[config.mk]
export PLATFORM = sky130hd
export DESIGN_NAME = sisc_mac
export DESIGN_NICKNAME = d
export VERILOG_FILES = /design/src/rtl/sisc_pkg.sv /design/src/rtl/sisc_mac.sv
export SDC_FILE = /design/constraint.sdc
export NUM_CORES = 2
export LEC_CHECK = 0
export ABC_AREA = 1
export BUFFER_PORTS_ARGS = -buffer_cell sky130_fd_sc_hd__buf_2
export CORE_MARGIN = 5
export CORE_UTILIZATION = 40
export CTS_CLUSTER_SIZE = 25
export DETAILED_ROUTE_END_ITERATION = 12
export PLACE_DENSITY = 0.61
export SLEW_MARGIN = 0
export SYNTH_ARGS = -nofsm -noshare
export SYNTH_HDL_FRONTEND = slang
export SYNTH_SLANG_ARGS = --single-unit
[constraint.sdc]
create_clock -name i_clk -period 12.5 [get_ports i_clk]
set_input_delay 3.125 -clock i_clk [delete_from_list [all_inputs] [get_ports i_clk]]
set_output_delay 3.125 -clock i_clk [all_outputs]
set_load 0.005 [all_outputs]
[src/rtl/sisc_pkg.sv]
package sisc_pkg;

    localparam int MAX_DIM   = 16;
    localparam int IDX_W     = 4;
    localparam int DIM_W     = 5;
    localparam int VAL_W     = 32;
    localparam int ACC_W     = 64;
    localparam int FRAC_BITS = 16;
    localparam int ADDR_W    = 4;
    localparam int MEM_AW    = 2 * IDX_W;
    // quotient bits: 64 integer plus 16 fraction
    localparam int DIV_STEPS = ACC_W + FRAC_BITS;
    localparam int DIV_CW    = $clog2(DIV_STEPS);

    typedef logic signed [VAL_W-1:0] t_val;
    typedef logic signed [ACC_W-1:0] t_acc;

    typedef enum logic [1:0] {
        ACT_MATRIX    = 2'd0,
        ACT_RHS       = 2'd1,
        ACT_START_VEC = 2'd2,
        ACT_SOLVE     = 2'd3
    } t_action;

    typedef enum logic [1:0] {
        STAT_CONVERGED = 2'd0,
        STAT_LIMIT     = 2'd1,
        STAT_BREAKDOWN = 2'd2
    } t_status;

    typedef enum logic [1:0] {
        REG_DIMENSION  = 2'd0,
        REG_MAX_ITER   = 2'd1,
        REG_ALGORITHM  = 2'd2,
        REG_STOP_SHIFT = 2'd3
    } t_reg;

    // shared multiply-accumulate control
    typedef struct packed {
        logic acc_en;
        logic acc_clr;
    } t_mac_ctl;

    // divider request and response
    typedef struct packed {
        logic start;
        t_acc num;
        t_acc den;
    } t_div_req;

    typedef struct packed {
        logic done;
        t_val quo;
    } t_div_rsp;

    // saturate a 64-bit value to the value width
    function automatic t_val sat_val(input t_acc v);
        t_acc hi;
        t_acc lo;
        hi = t_acc'({1'b0, {(VAL_W-1){1'b1}}});
        lo = -hi - t_acc'(1);
        if (v > hi) begin
            sat_val = t_val'(hi);
        end else if (v < lo) begin
            sat_val = t_val'(lo);
        end else begin
            sat_val = t_val'(v);
        end
    endfunction

    // 64-bit add with saturation
    function automatic t_acc sat_add(input t_acc a, input t_acc b);
        logic signed [ACC_W:0] s;
        s = {a[ACC_W-1], a} + {b[ACC_W-1], b};
        if (s[ACC_W] != s[ACC_W-1]) begin
            sat_add = s[ACC_W] ? {1'b1, {(ACC_W-1){1'b0}}} : {1'b0, {(ACC_W-1){1'b1}}};
        end else begin
            sat_add = s[ACC_W-1:0];
        end
    endfunction

    // Q32.32 product back to Q16.16, floor and saturate
    function automatic t_val q_scale(input t_acc p);
        q_scale = sat_val(p >>> FRAC_BITS);
    endfunction

endpackage

[src/rtl/sisc_mac.sv]
module sisc_mac
    import sisc_pkg::*;
(
    input  logic     i_clk,
    input  t_val     i_a,
    input  t_val     i_b,
    input  t_mac_ctl i_ctl,
    output t_acc     o_prod,
    output t_acc     o_acc
);

    t_acc r_prod;
    t_acc r_acc;

    // registered product, then saturating accumulate
    always_ff @(posedge i_clk) begin
        r_prod <= t_acc'(i_a) * t_acc'(i_b);
        if (i_ctl.acc_clr) begin
            r_acc <= '0;
        end else if (i_ctl.acc_en) begin
            r_acc <= sat_add(r_acc, r_prod);
        end
    end

    assign o_prod = r_prod;
    assign o_acc  = r_acc;

endmodule

After elaboration in Yosys (flattened, before gate mapping)
Index checks and enable logic that the tools add are counted.
Widths: inputs -> output; s select.

word-level totals
  output and inout port bits = 128
  bits in registers = 128
  input bits = 67
  word-level logic and storage cells = 7

operators by class
  mux-type cells = 2
  multiply operators = 1
  add/subtract/negate cells = 1
  eq/ne operators = 1

operators with widths
  operator        count
  $mux 64         2
  $add 64x64->65  1
  $mul 32x32->64  1
  $ne 1x1->1      1

Longest topological paths before layout
  word-level depth = 3
  gate-level depth with buffers = 31
  mapped depth without buffers = 30

Least setup slack after synthesis
No wires, ideal clock.

  path kind = input to register
  from = input port i_a[31]
  to = register r_prod[57] (netlist: o_prod[57])
  arrival time = 9.816 ns
  required time = 12.388 ns
  path buffers = 1
  stages on the path = 26
  library setup time = 0.112 ns
  slack = 2.571 ns
  path through = clkbuf_1 nand2_1 inv_1 fa_1 inv_1 fa_1 inv_1 fa_1 fa_1 inv_1 fa_1 inv_1 fa_1 inv_1 fa_1 inv_1 fa_1 ha_1 nand2_1 nor2_1 inv_1 nor2_1 nand4_1 or2_2 nand3_1 nand2_1

between the ends
  cells in the longest elaborated chain, start to end = 1

ends and longest elaborated chain
  what                  line            RTL
  start, declared       sisc_mac.sv:5   input t_val i_a,
  $mul 32x32->64        sisc_mac.sv:17  r_prod <= t_acc'(i_a) * t_acc'(i_b);
  end signal, assigned  sisc_mac.sv:17
  end, declared         sisc_mac.sv:12  t_acc r_prod;

Every way passes these cells.
A chain may end at the register's enable or synchronous reset.

Worst setup path in the final report
  from = input port i_b[5]
  to = register r_prod[59] (netlist: o_prod[59])

between the ends
  cells in the longest elaborated chain, start to end = 1

ends and longest elaborated chain
  what             line            RTL
  start, declared  sisc_mac.sv:6   input t_val i_b,
  $mul 32x32->64   sisc_mac.sv:17

Every way passes these cells.

==> impl_metrics.env <==
export IMPL_cts_max_level=4
export IMPL_die_height_um=352
export IMPL_drtIter0Drc=2621
export IMPL_initial_core_util=0.402
export IMPL_route_detailed_drc=0
export IMPL_crit_path_end_kind="flop"
export IMPL_gp_congestion=0.990
export IMPL_finalMaxSlewViolations=0
export IMPL_startpoint_type="primary input"
export IMPL_die_area_sq_um=124000
export IMPL_grt_pass1_vias=41200
export IMPL_slowest_delay_ns=0.85
export IMPL_tritoncts="yes"
export IMPL_coreArea_sq_um=116000
export IMPL_cts_resized_gates=0
export IMPL_fin_nets=7554
export IMPL_layout_common_cells="inv_1 (1,805), nand2_1 (1,675), fa_1 (1,083)"
export IMPL_critical_path_class="in2reg"
export IMPL_cp_arrival_ns=11.04
export IMPL_grtUsageTotal=0.247
export IMPL_final_layout_size_suffix_gt1_frac=0.0498
export IMPL_grt_antenna_before_repair=7
export IMPL_ioPinCount=195
export IMPL_yosysSeqAreaShare=0.0549
export IMPL_reg2reg_from="o_acc[0]"
export IMPL_rsz0062_at_grt="false"
export IMPL_grt_first_pass_wirelength_mm=238
export IMPL_reg2reg_depth=18
export IMPL_maxSlewHeadroom=0.303
export IMPL_wirelength_mm=149
export IMPL_critPathTopFamily="adder cells"
export IMPL_grt_overflow_total=0
export IMPL_slowest_stage="fa_1"
export IMPL_synth_seq_cells=128
export IMPL_syn_area_per_cell_sq_um=7.61
export IMPL_numClockSinks=128
export IMPL_clk_pin_slew_ns=0.07
export IMPL_reg2reg_to="o_acc[15]"
export IMPL_synthCells=6135
export IMPL_ant_nets=0
export IMPL_synth_cell_types=41
export IMPL_yosysWarningCount=0
export IMPL_cp_startpoint="i_b[5]"
export IMPL_areaGrowthSynthToFinish_pct=6.15
export IMPL_outcome="finished, final reports clean"
export IMPL_clock_latency_ns=0.45
export IMPL_finalSetupViolCount=0
export IMPL_ctsHoldBuffers=0
export IMPL_grt_max_degree=66
export IMPL_finClkSkew_ns=0.0137
export IMPL_hold_violations=0
export IMPL_dp_hpwl_mm=127
export IMPL_vias=38200
export IMPL_wl_per_cell_um=19.4
export IMPL_port_buffers=194
export IMPL_crit_fanout=32
export IMPL_rows=125
export IMPL_crit_required_ns=12.82
export IMPL_die_w_um=352
export IMPL_syn_area_sq_um=46700
export IMPL_clockBufferDepth=2
export IMPL_cp_cell_sequence="buf_2, nand2_1, inv_1, fa_1, inv_1, fa_1, inv_1, fa_1, fa_1, inv_1, fa_1, inv_1, fa_1, inv_1, fa_1, inv_1, fa_1, ha_1, a21o_1, a31oi_1, o21ai_0, a221oi_1, nand3_1, xor2_1"
export IMPL_cts_made_buffers=17
export IMPL_worstMarginPinSlew_ns=1.05
export IMPL_cts_setup_buffers=0
export IMPL_setup_tns_ns=0
export IMPL_root_buffer="clkbuf_16"
export IMPL_via_per_inst=4.96
export IMPL_timing_fmax_ghz=0.0933
export IMPL_hold_path_class="reg2reg"
export IMPL_regToRegSetupSlack_ns=8.36
export IMPL_path_buf_inv=8
export IMPL_fin_crit_sh=0.858
export IMPL_endpoint="o_prod[59]"
export IMPL_cp_depth=24
export IMPL_final_common_cell="inv_1"
export IMPL_drv_cap=0
export IMPL_cpMostUsedCell="fa_1"
export IMPL_syn_num_nets=7533
export IMPL_drt_first_pass_iters=6
export IMPL_fin_crit_ns=10.72
registers in the layout, indices dropped and copies added, names as in the netlist:
signal  count
o_acc      64
o_prod     64
layer usage:
metal,part of all wire,track usage
met3,0.062,0.0317
met1,0.43,0.332
met2,0.48,0.421
met4,0.032,0.0749
met5,0.000087,0
cells in the mapped netlist, drive strengths merged:
library cell	n	area (sq um)
inv	1807	6780
nand2	1682	6330
fa	1083	21700
nor2	258	976
ha	248	3100
a21oi	207	1160
clkbuf	204	766
o21ai	130	651
dfxtp	128	2560
nand3	100	500
xor2	82	718
o21bai	32	240
xnor2	24	210
a21o	23	173
nand4	23	144
nor3	22	120
a31oi	19	119
buf	13	101
or2	11	68.8
nor4	10	62.6
a21boi	5	37.5
and3	5	31.3
nand3b	5	37.5
and2	3	18.8
o211ai	3	22.5
o21a	3	22.5
a221oi	2	17.5
a31o	1	8.76
and3b	1	8.76
o2111ai	1	8.76
worst register-to-register path, stage by stage (launching register included):
cell and delay, ns:
dfxtp_1 0.35, ha_1 0.26, inv_1 0.08, fa_1 0.41
inv_1 0.12, nand3_1 0.07, nand2_1 0.15, nand2_1 0.07
nand2_1 0.20, nand2_1 0.10, nand2_2 0.10, nand2_1 0.07
nand2_2 0.22, nand2_2 0.11, nand3_1 0.09, nand2_1 0.10
a21oi_4 0.63, buf_4 0.66, a21oi_1 0.19
logic make-up after synthesis:
logic type,synth area share
and+or+nand+nor,0.178
buffers and inverters,0.164
adders and majority gates,0.531
AOI/OAI and AO/OA,0.0527
DFF,0.0549
xor gates and xnor gates,0.0199
worst min path at each step:
stage,start,endpoint,cells past startpoint
floorplan,o_acc[63],o_acc[63],2
global placement,o_acc[63],o_acc[63],2
detailed placement,o_acc[63],o_acc[63],2
CTS,o_acc[63],o_acc[63],2
global route,o_acc[63],o_acc[63],2
finish,o_acc[63],o_acc[63],2
per-stage QoR:
stage | hold slack (ns) | std cells | instance area (sq um) | setup WS, ns | util
global placement | 0.513 | 7661 | 48900 | 1.47 | 0.421
global route | 0.575 | 7694 | 49500 | 1.25 | 0.427
finish | 0.544 | 7696 | 49600 | 1.78 | 0.427
CTS | 0.545 | 7692 | 49500 | 1.79 | 0.427
floorplan | 0.497 | 6135 | 46700 | 2.57 | -
detailed placement | 0.529 | 7661 | 48900 | 1.34 | 0.421
area by class of cell:
class | count | area (sq um)
timing repair buffer | 219 | 1160
fill | 12000 | 66500
clock inverter | 12 | 208
inverter | 1807 | 6780
tap | 1524 | 1910
multi-input combinational | 3983 | 36500
clock buffer | 19 | 453
antenna | 4 | 10.0
sequential | 128 | 2560
Power is not shown: default switching activity piles up to over one toggle a cycle in this logic, so the estimate is an artifact.
