$ cat config.mk
export PLATFORM = sky130hd
export DESIGN_NAME = sisc_div
export DESIGN_NICKNAME = d
export VERILOG_FILES = /design/src/rtl/sisc_pkg.sv /design/src/rtl/sisc_div.sv
export SDC_FILE = /design/constraint.sdc
export NUM_CORES = 1
export LEC_CHECK = 0
export BUFFER_PORTS_ARGS = -buffer_cell sky130_fd_sc_hd__buf_4
export CORE_UTILIZATION = 45
export CTS_CLUSTER_SIZE = 28
export DETAILED_ROUTE_END_ITERATION = 6
export SKIP_CTS_REPAIR_TIMING = 1
export SLEW_MARGIN = 5
export SYNTH_ARGS = -nofsm -noshare
export SYNTH_HDL_FRONTEND = slang
export SYNTH_SLANG_ARGS = --single-unit
$ cat constraint.sdc
create_clock -name i_clk -period 16.8 [get_ports i_clk]
set_input_delay 0.84 -clock i_clk [delete_from_list [all_inputs] [get_ports i_clk]]
set_output_delay 0.84 -clock i_clk [all_outputs]
set_load 0.05 [all_outputs]
$ cat src/rtl/sisc_pkg.sv
package sisc_pkg;

    localparam int MAX_DIM   = 16;
    localparam int IDX_W     = 4;
    localparam int DIM_W     = 5;
    localparam int VAL_W     = 32;
    localparam int ACC_W     = 64;
    localparam int FRAC_BITS = 16;
    localparam int ADDR_W    = 4;
    localparam int MEM_AW    = 2 * IDX_W;
    // quotient bits: 64 integer plus 16 fraction
    localparam int DIV_STEPS = ACC_W + FRAC_BITS;
    localparam int DIV_CW    = $clog2(DIV_STEPS);

    typedef logic signed [VAL_W-1:0] t_val;
    typedef logic signed [ACC_W-1:0] t_acc;

    typedef enum logic [1:0] {
        ACT_MATRIX    = 2'd0,
        ACT_RHS       = 2'd1,
        ACT_START_VEC = 2'd2,
        ACT_SOLVE     = 2'd3
    } t_action;

    typedef enum logic [1:0] {
        STAT_CONVERGED = 2'd0,
        STAT_LIMIT     = 2'd1,
        STAT_BREAKDOWN = 2'd2
    } t_status;

    typedef enum logic [1:0] {
        REG_DIMENSION  = 2'd0,
        REG_MAX_ITER   = 2'd1,
        REG_ALGORITHM  = 2'd2,
        REG_STOP_SHIFT = 2'd3
    } t_reg;

    // shared multiply-accumulate control
    typedef struct packed {
        logic acc_en;
        logic acc_clr;
    } t_mac_ctl;

    // divider request and response
    typedef struct packed {
        logic start;
        t_acc num;
        t_acc den;
    } t_div_req;

    typedef struct packed {
        logic done;
        t_val quo;
    } t_div_rsp;

    // saturate a 64-bit value to the value width
    function automatic t_val sat_val(input t_acc v);
        t_acc hi;
        t_acc lo;
        hi = t_acc'({1'b0, {(VAL_W-1){1'b1}}});
        lo = -hi - t_acc'(1);
        if (v > hi) begin
            sat_val = t_val'(hi);
        end else if (v < lo) begin
            sat_val = t_val'(lo);
        end else begin
            sat_val = t_val'(v);
        end
    endfunction

    // 64-bit add with saturation
    function automatic t_acc sat_add(input t_acc a, input t_acc b);
        logic signed [ACC_W:0] s;
        s = {a[ACC_W-1], a} + {b[ACC_W-1], b};
        if (s[ACC_W] != s[ACC_W-1]) begin
            sat_add = s[ACC_W] ? {1'b1, {(ACC_W-1){1'b0}}} : {1'b0, {(ACC_W-1){1'b1}}};
        end else begin
            sat_add = s[ACC_W-1:0];
        end
    endfunction

    // Q32.32 product back to Q16.16, floor and saturate
    function automatic t_val q_scale(input t_acc p);
        q_scale = sat_val(p >>> FRAC_BITS);
    endfunction

endpackage

$ cat src/rtl/sisc_div.sv
module sisc_div
    import sisc_pkg::*;
(
    input  logic     i_clk,
    input  logic     i_rst_n,
    input  t_div_req i_req,
    output t_div_rsp o_rsp
);

    logic                     r_busy;
    logic                     r_done;
    logic [DIV_CW-1:0]        r_cnt;
    logic [DIV_STEPS-1:0]     r_dvd;
    logic [DIV_STEPS-1:0]     r_q;
    logic [ACC_W-1:0]         r_rem;
    logic [ACC_W-1:0]         r_ud;
    logic                     r_neg;

    logic [ACC_W:0]           n_trial;
    logic [ACC_W-1:0]         n_un;
    logic [ACC_W-1:0]         n_ud;
    logic [DIV_STEPS-1:0]     n_lim;
    logic [VAL_W-1:0]         n_mag;

    // one restoring step per cycle
    always_comb begin
        n_trial = {r_rem, r_dvd[DIV_STEPS-1]};
        n_un    = i_req.num[ACC_W-1] ? ACC_W'(-i_req.num) : ACC_W'(i_req.num);
        n_ud    = i_req.den[ACC_W-1] ? ACC_W'(-i_req.den) : ACC_W'(i_req.den);
        n_lim   = r_neg ? DIV_STEPS'({1'b1, {(VAL_W-1){1'b0}}})
                        : DIV_STEPS'({1'b0, {(VAL_W-1){1'b1}}});
        n_mag   = (r_q > n_lim) ? n_lim[VAL_W-1:0] : r_q[VAL_W-1:0];
    end

    always_ff @(posedge i_clk) begin
        if (!i_rst_n) begin
            r_busy <= 1'b0;
            r_done <= 1'b0;
            r_cnt  <= '0;
        end else begin
            r_done <= 1'b0;
            if (i_req.start) begin
                r_busy <= 1'b1;
                r_cnt  <= '0;
                r_dvd  <= {n_un, {FRAC_BITS{1'b0}}};
                r_q    <= '0;
                r_rem  <= '0;
                r_ud   <= n_ud;
                r_neg  <= i_req.num[ACC_W-1] != i_req.den[ACC_W-1];
            end else if (r_busy) begin
                if (n_trial >= {1'b0, r_ud}) begin
                    r_rem <= ACC_W'(n_trial - {1'b0, r_ud});
                    r_q   <= {r_q[DIV_STEPS-2:0], 1'b1};
                end else begin
                    r_rem <= n_trial[ACC_W-1:0];
                    r_q   <= {r_q[DIV_STEPS-2:0], 1'b0};
                end
                r_dvd <= {r_dvd[DIV_STEPS-2:0], 1'b0};
                r_cnt <= r_cnt + 1'b1;
                if (r_cnt == DIV_CW'(DIV_STEPS - 1)) begin
                    r_busy <= 1'b0;
                    r_done <= 1'b1;
                end
            end
        end
    end

    assign o_rsp.done = r_done;
    assign o_rsp.quo  = r_neg ? t_val'(-n_mag) : t_val'(n_mag);

endmodule

# After elaboration in Yosys (flattened, before gate mapping)
# Index checks and enable logic that the tools add are counted.
# classes
n_addsub	5
order_cmp	2
eq_ne	2
mux	15
n_bitwise	2
reduce_logical	5
# ops
cell	n
80-bit two-way mux	3
64-bit two-way mux	3
64-bit negation	2
32-bit two-way mux	3
80-bit by 32-bit > comparator with 1-bit output	1
65-bit by 64-bit greater-or-equal comparator with 1-bit output	1
64-bit subtractor	1
63-bit two-way mux	1
32-bit negation	1
7-bit by 1-bit adder with 7-bit output, second input constant	1
7-bit equality test, second input constant	1
1-bit two-way mux	5
2-bit AND reduction	2
3-bit OR reduction	1
1-bit NOT	2
2-bit nonzero test	1
2-bit OR reduction	1
1-bit != test	1
# word_totals
register_bits	297
inputBits	131
elab_cells	41

# Longest topological paths before layout
# Gate-level depths: netlist (run 1).
# depth
word_depth	5
mapped_depth	24
ltp_nobuf	21

# Worst setup path after synthesis (run 1)
# OpenSTA, ideal clock, no wires.
# synth_timing
path_kind	flip-flop to output port
from	reg r_neg
to	out o_rsp[26] (netlist name)
arrival_ns	5.864
path_slack_ns	10.096
stages_incl_launch_ff	21
path_buffers	3
path_cell_list	edfxtp_1 -> clkbuf_1 -> inv_1 -> clkbuf_1 -> ha_1 -> nand4_1 -> or3_1 -> o221ai_1 -> a2111oi_0 -> o31ai_1 -> clkbuf_1 -> nand2_1 -> o21a_1 -> inv_1 -> ha_1 -> nand4_1 -> or4_1 -> or3_1 -> nand2_1 -> o21ai_0 -> a21oi_1
# synth_rtl
item	line_no	rtl
from (decl)	sisc_div.sv:17	logic r_neg;
from (signal assigned)	sisc_div.sv:49	r_neg <= i_req.num[ACC_W-1] != i_req.den[ACC_W-1];
to (decl)	sisc_div.sv:7	output t_div_rsp o_rsp

==> metrics.yaml, run 1 <==
status: "complete, no violations"
synth_top_family_by_area: "simple AND/OR/NAND/NOR gates"
layout-drive-gt1-share: 0.116
dp_worst_setup_slack_ps: 10330
leakagePower_nw: 8.45
yosysSeqAreaShare: 0.437
r2r_slack_ps: 12570
htreeDepth: 2
cp_data_required_time_ps: 15960
vias_per_cell: 5.72
worst_slack_ps: 9760
cts-root-buf: "clkbuf_16"
relSlewSlack: 0.306
critPathLaunchType: "flop"
rows: 75
synth_area_leaders: "edfxtp_1 43%, ha_1 6.5%, a21oi_1 5.1%"
synth-edff-count: 273
antenna_found_initial: 7
globalRouteOverflowTotal: 0
r2r-start: "r_rem[3]"
synth-adder-area-share: 0.0662
worst_pin_slew_ps: 1040
syn_inst: 2032
p_per_area_mw_per_mm2: 101
mostFrequentLayoutCells: "273 x edfxtp_1, 221 x nor2_1, 195 x a21oi_1, 171 x buf_4, 131 x nand2_1"
synth-simple-area-share: 0.184
p_sw_uw: 678
clk_pin_slew_ps: 60
worst_r2r_path_depth: 11
synth_nets: 2264
holdWs_ps: 490
drt-initial-drc-count: 1142
ys_ff_latch: 282
clock_path_buffers: 3
die_w_um: 209
fin_crit_ps: 7040
track_usage: 0.215
crit_arrival_ps: 6200
design_area_mm2: 0.0220
final_common_cell: "edfxtp_1"
p_int_mw: 1.55
initial_core_util: 0.457
firstDrtPassIters: 5
power_mw: 2.22
min_to: "r_cnt[6]"
yosysUniqueCellTypes: 75
routedWlPerCell_um: 17.4
worst_setup_path_end_kind: "primary output"
fin_crit_sh: 0.419
grt_start_max_net_pins: 95
nets: 2377
clkPwrFrac: 0.350
drt-total-wl_um: 47100
grt_pass1_wl_um: 76000
dieArea_mm2: 0.0435
netlist_area_mm2: 0.0192
cts_tree: "yes"
clock-sinks: 282
synth_compound_gate_area_share: 0.180
die_y_um: 209
holdCritStartpoint: "r_cnt[6]"
drv_cap: 0
numPortBuffers: 163
avgSynthCellArea_um2: 9.44
crit_type: "reg2out"
async_reset_ff_frac: 0
hold_viol: 0
gp_congestion: 0.921
p_comb_frac: 0.256
hold_path_depth: 2
cp_max_fo: 74
yosys_warnings: 0
design.core.area_mm2: 0.0420
synth_xor_area_frac: 0.0849
io_pins: 164
p_seq_frac: 0.394
r2r_end: "r_rem[59]"
place_area_mm2: 0.0208
switching_share: 0.305
slew_viol_final: 0
vias: 15500
rsz0062_at_grt: "no"
drc: 0
grt_pass1_vias: 14600
synth_top_flop_cell: "edfxtp_1"
numCtsBuffers: 34
place_hpwl_um: 33800
min_path_type: "reg2reg"
fin_tns_setup_ps: 0
fin_skew_ps: 20.0
muxShareOfSynthArea: 0.0106
fillers: 3852
insertion_delay_ps: 550
ir_worst_vdd_v: 0.0000667
synth_area_leader_cell: "edfxtp_1"
max_freq_ghz: 0.142
postRouteAntennaNets: 0
syn2layout_area_growth_pct: 14.8
synth_top_cell_area_share: 0.427
setup_viol: 0
[worst max-delay path by stage]
stage / from / endpoint / slack (ps) / cells after the start
6_report: r_neg / o_rsp[26] / 9760 / 18
5_1_grt: r_neg / o_rsp[26] / 9190 / 19
4_1_cts: r_neg / o_rsp[26] / 9700 / 18
3_5_place_dp: r_neg / o_rsp[26] / 10330 / 18
3_3_place_gp: r_neg / o_rsp[26] / 10440 / 18
2_1_floorplan: r_neg / o_rsp[26] / 10100 / 20
[registers in the layout, indices dropped and copies added, names as in the netlist]
signal and cells:
r_busy 1, r_cnt 7, r_done 1, r_dvd 64, r_neg 1, r_q 80
r_rem 64, r_ud 64
[layout make-up]
cell class	count	area (um2)	share of cell area
inverters	95	357	0.0162
diodes	6	15.0	0.000682
repair buffers	172	1300	0.0589
clock buffers	41	898	0.0408
flip-flops and latches	282	8380	0.380
well taps	539	674	0.0306
multi-input cells	1560	10100	0.460
clock inverters	21	278	0.0126
[cells in the mapped netlist, drive strengths merged, types with 36 or more instances]
cell type / instances
o31ai: 39
o21ai: 121
a21oi: 195
nor2: 221
ha: 100
edfxtp: 273
clkbuf: 89
nor2b: 94
inv: 95
a21o: 48
nand4: 43
xnor2: 95
nand2: 131
or3: 36
xor2: 91
nor3: 37
[through the flow]
stage / cells / utilization
floorplan: 2032 / -
global placement: 2648 / 0.496
detailed placement: 2648 / 0.496
CTS: 2710 / 0.524
global route: 2713 / 0.524
finish: 2716 / 0.524
[routing by layer]
| metal | vias up | GRT usage | wire, um |
|---|---|---|---|
| met5 | - | 0 | 13 |
| met4 | 2 | 0.0633 | 942 |
| met3 | 63 | 0.0389 | 2670 |
| met2 | 389 | 0.331 | 20700 |
| met1 | 7350 | 0.308 | 22800 |
| li1 | 7721 | - | - |
[power by group through the flow]
stage | logic [mW] | clock network (mW) | registers, mW
floorplan | 0.415 | 0 | 0.886
global placement | 0.556 | 0 | 0.889
detailed placement | 0.563 | 0 | 0.890
CTS | 0.566 | 0.800 | 0.877
global route | 0.630 | 0.823 | 0.883
finish | 0.568 | 0.779 | 0.877
[critical path, stage by stage, from the launching register on]
cell,delay [ps]
edfxtp_1,350
buf_4,360
inv_1,650
ha_1,270
nor2b_1,50
o21a_1,150
o21ai_0,140
a21oi_1,90
o31a_1,270
a2111oi_0,680
o31ai_4,150
o21ai_0,250
ha_1,510
nand4_1,260
or4_1,570
or3_1,350
a211oi_1,250
a21oi_1,60
buf_4,230
[logic make-up (layout without fill, tap and decap cells)]
group,Yosys count,count (layout)
buf+inv,190,329
compound gates,554,554
simple gates,699,699
fa+ha+maj,101,101
other cells,0,6
xor+xnor,186,186
mux,20,20
flops,282,282
(Power assumes the default switching activity.)
==> inputs of run 2 (changes only) <==
--- a/config.mk
+++ b/config.mk
@@ -5,6 +5,7 @@
 export SDC_FILE = /design/constraint.sdc
 export NUM_CORES = 1
 export LEC_CHECK = 0
+export ABC_AREA = 1
 export BUFFER_PORTS_ARGS = -buffer_cell sky130_fd_sc_hd__buf_4
 export CORE_UTILIZATION = 45
 export CTS_CLUSTER_SIZE = 28
==> constraint.sdc (replaced) <==
create_clock -name i_clk -period 6.95 [get_ports i_clk]
set_input_delay 0.3475 -clock i_clk [delete_from_list [all_inputs] [get_ports i_clk]]
set_output_delay 0.3475 -clock i_clk [all_outputs]
set_load 0.05 [all_outputs]
==> run 2 against run 1 <==
Net effect: cell area grew 7.6%; clock-buffer cell count is 1 higher; clock skew increased by 3.7 ps; global-route usage grew 3.2 points; hold slack worse by 470 ps; critical path depth increased by 5.
==> metrics.yaml, run 2 <==
synth_nets: 2965  # +31%
worst_setup_path_end_kind: "primary output"
holdWs_ps: 17.5  # -473 ps
vias_per_cell: 5.28  # -7.7%
crit_cells: 23  # +5
critPathLaunchType: "flop"
cp_cell_sequence: "buf_4 -> clkinv_1 -> ha_1 -> nand2_2 -> nor2_4 -> nand2_2 -> nor2_2 -> nand3_1 -> nor2_1 -> nand2_1 -> nand2_2 -> nand3_2 -> nand2_1 -> inv_1 -> ha_1 -> nand2_1 -> nor2_2 -> nand2_2 -> nor2_1 -> nor2_1 -> nor2_1 -> a31oi_1 -> buf_4"
regMostFlops: "r_q"
relSlewSlack: 0.187  # -0.119
netlist_area_mm2: 0.0208  # +8.5%
synth_top_flop_cell: "edfxtp_1"
crit_type: "reg2out"
cp_max_fo: 67  # -9.5%
die_y_um: 217  # +4.1%
synth-adder-area-share: 0.0611  # -0.00516
insertedDiodeCount: 0  # -6
grt_start_max_net_pins: 168  # +77%
slowest_delay_ps: 770  # +90 ps
synth_common_cells: "509 x nand2_1, 418 x nor2_1, 390 x inv_1"
rsz0062_at_grt: "no"
syn_inst: 2733  # +34%
fin_crit_sh: 0.915
fin_util: 0.521  # -0.00297
drt-total-wl_um: 58300  # +24%
cts_tree: "yes"
fin_crit_ps: 6360
synth_area_leaders: "edfxtp_1 39%, nand2_1 9.2%, nor2_1 7.5%"
design.core.area_mm2: 0.0455  # +8.2%
clock-sinks: 282  # unchanged
yosysSeqAreaShare: 0.403  # -0.0340
cp_data_required_time_ps: 6600  # -9360 ps
dp_worst_setup_slack_ps: 1200  # -9130 ps
dieArea_mm2: 0.0471  # +8.4%
avgSynthCellArea_um2: 7.62  # -19%
syn2layout_area_growth_pct: 13.8
grt_pass1_vias: 17400  # +19%
clk_pin_slew_ps: 60  # about the same
globalRouteOverflowTotal: 0  # unchanged
design_area_mm2: 0.0237  # +7.6%
crit_buf_inv: 4  # +1
yosys_warnings: 0  # unchanged
crit_arrival_ps: 6010  # -190 ps
drt-initial-drc-count: 1368  # +20%
insertion_delay_ps: 550  # about the same
postRouteAntennaNets: 0  # unchanged
nets: 3100  # +30%
cpLargestDelayFamily: "simple AND/OR/NAND/NOR gates"
gp_congestion: 0.948  # +2.9%
clkPwrFrac: 0.324  # -0.026
firstDrtPassIters: 6  # +1
synth_top_cell_area_share: 0.394  # -0.0333
place_hpwl_um: 44800  # +32%
muxShareOfSynthArea: 0  # -0.0106
die_w_um: 217  # +4.1%
p_seq_frac: 0.384  # -0.010
synth_xor_area_frac: 0.0707  # -0.0142
fin_tns_setup_ps: 0  # unchanged
hold_path_depth: 1  # -1
numPortBuffers: 163  # unchanged
switching_share: 0.338  # +0.0327
antenna_found_initial: 0  # -7
vias: 18400  # +19%
async_reset_ff_frac: 0  # unchanged
largest_register_ff_count: 80  # unchanged
numCtsBuffers: 34  # unchanged
synth_area_leader_cell: "edfxtp_1"
p_comb_frac: 0.292  # +0.036
worst_slack_ps: 592  # -9170 ps
clock_path_buffers: 3  # unchanged
leakagePower_nw: 10.2  # +21%
synth_compound_gate_area_share: 0.130  # -0.0496
synth_most_common_cell: "nand2_1"
slew_viol_final: 0  # unchanged
p_per_area_mw_per_mm2: 240  # +140%
hold_viol: 0  # unchanged
max_freq_ghz: 0.157
grt_pass1_wl_um: 92900  # +22%
cts-root-buf: "clkbuf_16"
worst_r2r_path_depth: 13  # +2
yosysUniqueCellTypes: 51  # -32%
drv_cap: 0  # unchanged
drc: 0  # unchanged
fillers: 4528  # +18%
routedWlPerCell_um: 16.7  # -3.7%
ir_worst_vdd_v: 0.000173  # +160%
min_path_type: "in2reg"
synth_top_family_by_area: "simple AND/OR/NAND/NOR gates"
worst_pin_slew_ps: 1220  # +179 ps
synth-simple-area-share: 0.248  # +0.0641
crit_slowest_cell: "nand3_2"
track_usage: 0.247  # +0.0321
place_area_mm2: 0.0225  # +8.2%
post-place-cells: 3432  # +30%
final_cells: 3492  # +29%
power_mw: 5.70  # +160%
rows: 78  # +4.0%
htreeDepth: 2  # unchanged
setup_viol: 0  # unchanged
p_int_mw: 3.77  # +140%
final_common_cell: "nand2_1"
fin_skew_ps: 23.7  # +3.71 ps
mostFrequentLayoutCells: "508 x nand2_1, 418 x nor2_1, 388 x inv_1, 273 x edfxtp_1, 217 x o21ai_0"
ys_ff_latch: 282  # unchanged
p_sw_mw: 1.92  # +180%
initial_core_util: 0.458  # +0.00117
io_pins: 164  # unchanged
status: "complete, no violations"
layout-drive-gt1-share: 0.0989  # -0.0172
synth-edff-count: 273  # unchanged
-- run 2: path summary, 6_finish.rpt --
path / start / end / slack (ps)
setup / recovery: r_neg / o_rsp[10] / 590
hold / removal: i_req[0] / r_ud[0] / 20
setup reg to reg: r_ud[35] / r_rem[3] / 2800
hold reg to reg: r_cnt[4] / r_cnt[4] / 490
-- run 2: metal layers --
layer	track usage	routed length, um	part of all wire	up-vias
li1	-	-	-	9344
met1	0.375	29500	0.51	8554
met2	0.375	25100	0.43	457
met3	0.0239	2560	0.044	69
met4	0.0622	1090	0.019	0
met5	0	0	0	-
-- run 2: power by group through the flow --
stage | clock network [mW] | logic, mW | registers (mW)
after global placement | 0 | 1.63 | 2.22
final | 1.84 | 1.66 | 2.19
after global routing | 1.94 | 1.86 | 2.21
after CTS | 1.89 | 1.65 | 2.19
after detailed placement | 0 | 1.64 | 2.22
after floorplan | 0 | 1.18 | 2.21
-- run 2: worst register-to-register path, cell delays in order, from the launching register on --
cell and delay, ps:
edfxtp_1 480, inv_1 80, ha_1 340, nand2_1 120, nor2_1 140, inv_1 110
nor4_1 670, nand4_1 310, o211ai_1 180, nor3_1 100, nand2_4 320, buf_4 690
o21ai_0 200, a21oi_1 240
-- run 2: cell families after synthesis --
logic type,Yosys count
XOR/XNOR,168
flip-flops,282
buffers and inverters,466
AND/OR/NAND/NOR,1214
AO/OA/AOI/OAI,502
adder cells (fa/ha/maj),101
-- run 2: cell type report --
class                           instances  area [um2]  share of cell area
Inverter                              395        1490              0.0627
Clock buffer                           42         932              0.0393
Timing Repair Buffer                  170        1290              0.0544
Multi-Input combinational cell       1985       10600               0.449
Tap cell                              600         751              0.0317
Clock inverter                         18         218             0.00919
Sequential cell                       282        8380               0.354
